--- src/sv/mh2_pkg.sv ---
// Shared types, constants and helpers for the streaming MurmurHash2 block.
// No dependencies; imported by the controller, datapath and top level.
`default_nettype none

package mh2_pkg;

    // Mixing constants
    localparam logic [31:0] MIX_MULT    = 32'h5bd1_e995;
    localparam int unsigned WORD_SHIFT  = 24;
    localparam int unsigned FIN_SHIFT_A = 13;
    localparam int unsigned FIN_SHIFT_B = 15;

    // Datapath operation codes
    typedef logic [2:0] dp_op_t;
    localparam dp_op_t OP_NONE  = 3'd0;
    localparam dp_op_t OP_WORD1 = 3'd1;  // k = w * m
    localparam dp_op_t OP_WORD2 = 3'd2;  // k = (k ^ k >> 24) * m
    localparam dp_op_t OP_WORD3 = 3'd3;  // acc = acc * m ^ k
    localparam dp_op_t OP_TAIL  = 3'd4;  // acc = (acc ^ tail) * m
    localparam dp_op_t OP_FIN   = 3'd5;  // hash = avalanche(acc)

    // Controller to datapath commands
    typedef struct packed {
        logic   capture;   // latch the incoming beat's word
        logic   load_acc;  // start a key: acc = seed ^ length
        dp_op_t op;
    } dp_cmd_t;

    // Datapath to controller status
    typedef struct packed {
        logic out_hold;    // result register full and not taken this cycle
    } dp_stat_t;

    // Byte mask for a word of nb valid bytes; a full word keeps all bits
    function automatic logic [31:0] tail_mask(input logic [2:0] nb);
        logic [31:0] mask;
        case (nb)
            3'd1:    mask = 32'h0000_00ff;
            3'd2:    mask = 32'h0000_ffff;
            3'd3:    mask = 32'h00ff_ffff;
            default: mask = 32'hffff_ffff;
        endcase
        return mask;
    endfunction

endpackage

`default_nettype wire

--- src/sv/mh2_datapath.sv ---
// Datapath: seed, accumulator, scramble and result registers around one
// shared constant multiplier. Depends on mh2_pkg; driven by mh2_ctrl.
`default_nettype none

module mh2_datapath (
    input  wire logic              clk,
    input  wire logic              rst_n,
    input  wire mh2_pkg::dp_cmd_t  cmd,
    output mh2_pkg::dp_stat_t      stat,
    input  wire logic              seed_wr_en,
    input  wire logic [31:0]       seed_wr_data,
    input  wire logic [31:0]       key_length,
    input  wire logic [31:0]       data_word,
    input  wire logic [2:0]        word_bytes,
    output logic                   out_valid,
    input  wire logic              out_ready,
    output logic [31:0]            hash_value
);
    import mh2_pkg::*;

    logic [31:0] seed_reg;
    logic [31:0] acc_reg,  acc_next;
    logic [31:0] k_reg,    k_next;
    logic [31:0] word_reg, word_next;
    logic [31:0] hash_reg, hash_next;
    logic        out_valid_reg, out_valid_next;
    logic [31:0] mul_a;
    logic [31:0] product;

    // Hold the seed; the user must write it only while idle, the block does not enforce this
    always_ff @(posedge clk or negedge rst_n)
    begin
        if (!rst_n)
            seed_reg <= '0;
        else if (seed_wr_en)
            seed_reg <= seed_wr_data;
    end

    // Select the multiplier operand for the current step
    always_comb
    begin
        case (cmd.op)
            OP_WORD1: mul_a = word_reg;
            OP_WORD2: mul_a = k_reg ^ (k_reg >> WORD_SHIFT);
            OP_WORD3: mul_a = acc_reg;
            OP_TAIL:  mul_a = acc_reg ^ word_reg;
            OP_FIN:   mul_a = acc_reg ^ (acc_reg >> FIN_SHIFT_A);
            default:  mul_a = acc_reg;
        endcase
    end

    assign product = mul_a * MIX_MULT;

    // Advance the working registers
    always_comb
    begin
        acc_next  = acc_reg;
        k_next    = k_reg;
        word_next = word_reg;
        hash_next = hash_reg;
        if (cmd.capture)
            word_next = data_word & tail_mask(word_bytes);
        if (cmd.load_acc)
            acc_next = seed_reg ^ key_length;
        case (cmd.op)
            OP_WORD1: k_next    = product;
            OP_WORD2: k_next    = product;
            OP_WORD3: acc_next  = product ^ k_reg;
            OP_TAIL:  acc_next  = product;
            OP_FIN:   hash_next = product ^ (product >> FIN_SHIFT_B);
            default:  ;
        endcase
    end

    always_ff @(posedge clk or negedge rst_n)
    begin
        if (!rst_n)
        begin
            acc_reg  <= '0;
            k_reg    <= '0;
            word_reg <= '0;
            hash_reg <= '0;
        end
        else
        begin
            acc_reg  <= acc_next;
            k_reg    <= k_next;
            word_reg <= word_next;
            hash_reg <= hash_next;
        end
    end

    // Result beat: set on finish, drop when taken
    always_comb
    begin
        out_valid_next = out_valid_reg && !out_ready;
        if (cmd.op == OP_FIN)
            out_valid_next = 1'b1;
    end

    always_ff @(posedge clk or negedge rst_n)
    begin
        if (!rst_n)
            out_valid_reg <= 1'b0;
        else
            out_valid_reg <= out_valid_next;
    end

    assign stat.out_hold = out_valid_reg && !out_ready;
    assign out_valid     = out_valid_reg;
    assign hash_value    = hash_reg;

endmodule

`default_nettype wire

--- src/sv/mh2_ctrl.sv ---
// Controller: sequences one input beat through the datapath steps and
// tracks whether a key is open. Depends on mh2_pkg; drives mh2_datapath.
`default_nettype none

module mh2_ctrl (
    input  wire logic              clk,
    input  wire logic              rst_n,
    input  wire logic              in_valid,
    output logic                   in_ready,
    input  wire logic              first,
    input  wire logic [2:0]        word_bytes,
    input  wire logic              last,
    output mh2_pkg::dp_cmd_t       cmd,
    input  wire mh2_pkg::dp_stat_t stat
);
    import mh2_pkg::*;

    localparam logic [2:0] ST_IDLE = 3'd0;
    localparam logic [2:0] ST_W1   = 3'd1;
    localparam logic [2:0] ST_W2   = 3'd2;
    localparam logic [2:0] ST_W3   = 3'd3;
    localparam logic [2:0] ST_TAIL = 3'd4;
    localparam logic [2:0] ST_FIN  = 3'd5;

    logic [2:0] state_reg,  state_next;
    logic       in_key_reg, in_key_next;
    logic       last_reg,   last_next;
    logic       accept;
    logic       full_word;
    logic       tail_word;
    logic [2:0] after_mix;

    assign in_ready  = (state_reg == ST_IDLE);
    assign accept    = in_valid && in_ready;
    assign full_word = word_bytes[2];
    assign tail_word = !word_bytes[2] && (word_bytes != 3'd0);
    assign after_mix = last_reg ? ST_FIN : ST_IDLE;

    // Step through the mixing sequence for the captured beat
    always_comb
    begin
        state_next   = state_reg;
        in_key_next  = in_key_reg;
        last_next    = last_reg;
        cmd.capture  = 1'b0;
        cmd.load_acc = 1'b0;
        cmd.op       = OP_NONE;
        case (state_reg)
            ST_IDLE:
            begin
                // Drop beats that arrive outside a key
                if (accept && (first || in_key_reg))
                begin
                    cmd.capture  = 1'b1;
                    cmd.load_acc = first;
                    last_next    = last;
                    in_key_next  = !last;
                    if (full_word)
                        state_next = ST_W1;
                    else if (tail_word)
                        state_next = ST_TAIL;
                    else if (last)
                        state_next = ST_FIN;
                end
            end
            ST_W1:
            begin
                cmd.op     = OP_WORD1;
                state_next = ST_W2;
            end
            ST_W2:
            begin
                cmd.op     = OP_WORD2;
                state_next = ST_W3;
            end
            ST_W3:
            begin
                cmd.op     = OP_WORD3;
                state_next = after_mix;
            end
            ST_TAIL:
            begin
                cmd.op     = OP_TAIL;
                state_next = after_mix;
            end
            ST_FIN:
            begin
                // Wait until the result register is free
                if (!stat.out_hold)
                begin
                    cmd.op     = OP_FIN;
                    state_next = ST_IDLE;
                end
            end
            default:
            begin
                state_next = ST_IDLE;
            end
        endcase
    end

    always_ff @(posedge clk or negedge rst_n)
    begin
        if (!rst_n)
        begin
            state_reg  <= ST_IDLE;
            in_key_reg <= 1'b0;
            last_reg   <= 1'b0;
        end
        else
        begin
            state_reg  <= state_next;
            in_key_reg <= in_key_next;
            last_reg   <= last_next;
        end
    end

endmodule

`default_nettype wire

--- src/sv/murmur2_hash_stream_top.sv ---
// Top level of the streaming 32-bit MurmurHash2 hasher.
// Depends on mh2_pkg, mh2_ctrl and mh2_datapath.
//
// Keys arrive as little-endian 32-bit beats; the beat with first set loads
// the accumulator with seed ^ key_length, the beat with last set produces
// one hash_value beat. A beat is taken while idle and then occupies the
// block for the steps of the single shared 32x32 constant multiplier:
// three mixing steps for a full word, one for a 1-3 byte tail, none for an
// empty beat, plus one finishing step on the last beat. The result sits
// in an output register, so the next key can start while it waits to be
// taken; the finishing step stalls only if the previous hash is still
// unread. Beats with first clear outside a key are dropped. Write the seed
// only while no key is in progress.
`default_nettype none

module murmur2_hash_stream_top (
    input  wire logic        clk,
    input  wire logic        rst_n,
    input  wire logic        seed_wr_en,
    input  wire logic [31:0] seed_wr_data,
    input  wire logic        in_valid,
    output logic             in_ready,
    input  wire logic        first,
    input  wire logic [31:0] key_length,
    input  wire logic [31:0] data_word,
    input  wire logic [2:0]  word_bytes,
    input  wire logic        last,
    output logic             out_valid,
    input  wire logic        out_ready,
    output logic [31:0]      hash_value
);
    import mh2_pkg::*;

    dp_cmd_t  cmd;
    dp_stat_t stat;

    mh2_ctrl u_ctrl (
        .clk        (clk),
        .rst_n      (rst_n),
        .in_valid   (in_valid),
        .in_ready   (in_ready),
        .first      (first),
        .word_bytes (word_bytes),
        .last       (last),
        .cmd        (cmd),
        .stat       (stat)
    );

    mh2_datapath u_datapath (
        .clk          (clk),
        .rst_n        (rst_n),
        .cmd          (cmd),
        .stat         (stat),
        .seed_wr_en   (seed_wr_en),
        .seed_wr_data (seed_wr_data),
        .key_length   (key_length),
        .data_word    (data_word),
        .word_bytes   (word_bytes),
        .out_valid    (out_valid),
        .out_ready    (out_ready),
        .hash_value   (hash_value)
    );

endmodule

`default_nettype wire

--- config.mk ---
export PLATFORM = sky130hd
export DESIGN_NAME = murmur2_hash_stream_top
export DESIGN_NICKNAME = d
export VERILOG_FILES = /design/src/sv/mh2_pkg.sv /design/src/sv/mh2_datapath.sv /design/src/sv/mh2_ctrl.sv /design/src/sv/murmur2_hash_stream_top.sv
export SDC_FILE = /design/constraint.sdc
export NUM_CORES = 1
export LEC_CHECK = 0
export BUFFER_PORTS_ARGS = -buffer_cell sky130_fd_sc_hd__buf_2
export CAP_MARGIN = 15
export CORE_ASPECT_RATIO = 1.2
export CORE_MARGIN = 3
export CORE_UTILIZATION = 55
export DETAILED_ROUTE_END_ITERATION = 8
export GPL_TIMING_DRIVEN = 0
export PLACE_DENSITY_LB_ADDON = 0.08
export SYNTH_ARGS = -nofsm -noshare
export SYNTH_HDL_FRONTEND = slang
export SYNTH_SLANG_ARGS = --single-unit
--- constraint.sdc ---
create_clock -name clk -period 12.45 [get_ports clk]
set_input_delay 1.8675 -clock clk [delete_from_list [all_inputs] [get_ports clk]]
set_output_delay 1.8675 -clock clk [all_outputs]
set_load 0.02 [all_outputs]
==> impl.org <==
** Run status
- Status :: complete, no violations

** Drt
- The first routing iteration left 1,132 violations.
- The first detailed-routing pass took 6 iterations.
- The routed layout has 14,600 vias.
- After detailed routing, the number of remaining DRC violations is 0.
- Via count normalized by instance count :: 5.804
- In this run the remaining antenna-violating nets after routing total 0.
- After detailed routing, the total wire length is 55,900 um.
- Drt wl/cell :: 22.22 um

** Finish
- 0 antenna diodes ended up in the layout.
- Fin nets :: 2,605
- In the final layout, the share of cells above drive strength 1 is 11.87%.
- Compared with the post-synthesis result, the final layout area differs by 10.58%.

** STA
- In the finished design, the share of the clock period the worst path needs comes to 92.08%.
- Pins Over Slew Limit :: 0
- Max Clock Freq :: 87.23 MHz
- Post-layout min period :: 11.46 ns
- For the final routed database, the setup TNS stands at 0 ns.
- In this run the tightest slew margin relative to its limit is 17.87%.
- Post-route clock skew :: 0.008657 ns
- Setup repair after global routing left no endpoint under its margin.
- Final count of negative-setup-slack endpoints :: 0
- Worst Tran Pin Value :: 1.228 ns
- Hold Vio Cnt, Final :: 0
- On the final layout, the worst hold slack is 0.4782 ns.

** Yosys
- Area leader, netlist :: dfrtp_1
- Summed over its instances, the top area cell type makes up 23.11% of the synthesized netlist area.
- After synthesis the netlist holds a flip-flop and latch count of 166.
- Mapped cell area :: 0.01797 sq mm
- When the netlist entered floorplanning its net count stood at 2,441.
- Count of synthesis-stage warnings from yosys :: 0
- For this run, the register share of the synthesized area comes to 23.11%.
- Prevailing post-synth register cell :: dfrtp_1
- Gate count after technology mapping :: 1,938
- The synthesized design contains 0 enable-type register cells.
- Counting flops with an async set or reset pin after synthesis yields a share of 100.0%.
- Unique masters post-synth :: 75
- Yosys attributes the largest share of cell area to dfrtp_1 23%, fa_1 20%, ha_1 15%.
- Each instance of the synthesized netlist takes up on average 9.275 sq um.

** Floorplan
- Chip Width :: 171.0 um
- For this design the top-level I/O count stands at 140.
- Chip Height :: 204.0 um
- In this run the standard cell core region covers 0.03180 sq mm.
- Floorplan row count :: 71
- Starting utilization of the core area :: 56.52%
- Full die area :: 0.03490 sq mm

** Clock network
- Clock-pin slew was measured on the worst setup and hold paths at 0.07 ns.
- CTS tree :: built
- Number of gates resized after CTS :: 0
- CTS sink count :: 166
- Worst skew pair latency :: 0.44 ns
- For this design, the CTS-stage hold fixing added 0 buffers.
- Clock Path Buffers :: 2
- Clock tree synthesis selected as its root buffer the cell clkbuf_16.
- Total CTS buffers :: 17
- Number of levels in the clock H-tree :: 4
- Number of buffers inserted by post-CTS setup repair :: 0

** Global routing
- The initial antenna violation count was 0.
- For this run the aggregate overflow at the end of global routing stands at 0.
- Entering global routing, the biggest net connects 96 pins.
- Overall routing resource usage :: 32.85%
- The first global-routing pass estimated 86,170 um of wire.
- The via count of the first global-routing pass came to 15,070.

** Setup path
- Reg2reg start :: u_ctrl.state_reg[0]
- Across all register-to-register paths, the minimum setup slack is 1.90 ns.
- STA classifies the critical path endpoint as a flip-flop.
- Data arrives at the worst endpoint at 11.82 ns.
- The largest single stage delay on the critical path is 0.82 ns.
- In this run the worst setup path terminates at u_datapath.acc_reg[29].
- Critical Path Source Type :: primary input
- STA puts the critical path data required time at 12.80 ns.
- The slowest stage of the critical path belongs to the cell nand2_1.
- By instance count, the cell type seen most on the critical path is fa_1.
- The worst setup path is of the in2reg kind.
- Largest driver fanout on the critical path :: 11
- Depth of the worst register-to-register path :: 30
- Worst r2r dst :: u_datapath.acc_reg[29]
- The most critical setup path has its startpoint at out_ready.

** Place
- Routability-driven placement finished with a final weighted congestion of 1.006.
- Dpl hpwl :: 45,050 um
- I/O Buffers :: 138

** Min path
- Class of the tightest hold or removal check :: reg2reg
- The worst hold path was traced through 2 stages.
- Launch point of the worst hold path :: u_datapath.hash_value[12]

** Run
- The tool flagged a number of max-cap violations equal to 0.
-- layout by cell type (no fill, tap or decap), types with 7 or more instances in the layout --
master,instances
a221o_1,9
inv_1,356
buf_2,146
nor2_1,76
mux2_2,45
clkbuf_16,17
o21a_1,10
clkbuf_1,54
nand2b_1,24
a21o_1,18
nand3_1,17
dfrtp_1,166
nand4_1,7
a21oi_1,91
o22ai_1,14
nand2_1,194
nor3_1,8
a22oi_1,7
ha_1,216
a211oi_1,10
a31oi_1,26
fa_1,181
xnor2_1,68
buf_1,7
a221oi_1,11
o21ai_0,161
xor2_1,55
-- critical path: cells and delay by family --
family / cells / cell delay, ns
AOI/OAI and AO/OA: 5 / 1.53
and+or+nand+nor: 5 / 1.55
xor gates and xnor gates: 1 / 0.73
adders and majority gates: 9 / 4.12
buffers and inverters: 9 / 2.00
-- area by class of cell --
type	count	area (sq um)
plain buffers	71	300.3
flip-flops and latches	166	4154
clock buffers	21	460.4
well taps	401	501.7
inverters	358	1344
fillers	2772	11930
repair buffers	145	788.3
multi-input cells	1343	12190
clock inverters	11	138.9
-- cells in the mapped netlist, types with 5 or more instances --
library cell  count
inv_1           356
ha_1            216
nand2_1         194
fa_1            181
dfrtp_1         166
o21ai_0         161
a21oi_1          91
nor2_1           76
xnor2_1          68
xor2_1           55
clkbuf_1         52
mux2_2           45
a31oi_1          26
nand2b_1         24
a21o_1           18
nand3_1          17
o22ai_1          15
a221oi_1         11
a211oi_1         10
o21a_1           10
a221o_1           9
buf_2             9
nor3_1            8
a22oi_1           7
buf_1             7
nand4_1           7
o21ai_1           5
-- metal layers --
metal / track usage [%] / vias to the layer above / wire, um
met5: 0 / - / 0
met4: 14.63 / 0 / 3029
met3: 4.469 / 132 / 3090
met2: 57.19 / 552 / 27800
met1: 40.60 / 7214 / 21980
li1: - / 6706 / -
-- worst min path at each step --
stage / end / slack (ns)
global route: u_datapath.hash_value[27] / 0.51
global placement: u_datapath.hash_value[17] / 0.46
CTS: u_datapath.hash_value[28] / 0.48
detailed placement: u_datapath.hash_value[28] / 0.46
floorplan: u_datapath.word_reg[14] / 0.47
finish: u_datapath.hash_value[12] / 0.48
-- per-stage QoR --
step	area, sq um	cells	utilization, %	setup slack, ns
2_1_floorplan	17970	1938	-	2.985
3_3_place_gp	19170	2477	60.27	0.2487
3_5_place_dp	19270	2483	60.59	0.6635
4_1_cts	19870	2515	62.48	1.110
5_1_grt	19880	2516	62.50	0.6915
6_report	19880	2516	62.50	0.9862
-- kinds of logic (layout without fill, tap and decap cells) --
family	count (synthesis)	after routing	synth area share, %
XOR/XNOR	129	129	6.641
AND/OR/NAND/NOR	358	358	8.882
AO/OA/AOI/OAI	412	412	14.09
flip-flops	166	166	23.11
multiplexers	45	45	2.819
buffers and inverters	429	606	9.147
adder cells (fa/ha/maj)	399	399	35.31
Power is left out: the tool's default activity adds up to more than one toggle a clock period on the data nets, which glitch-free logic cannot reach.
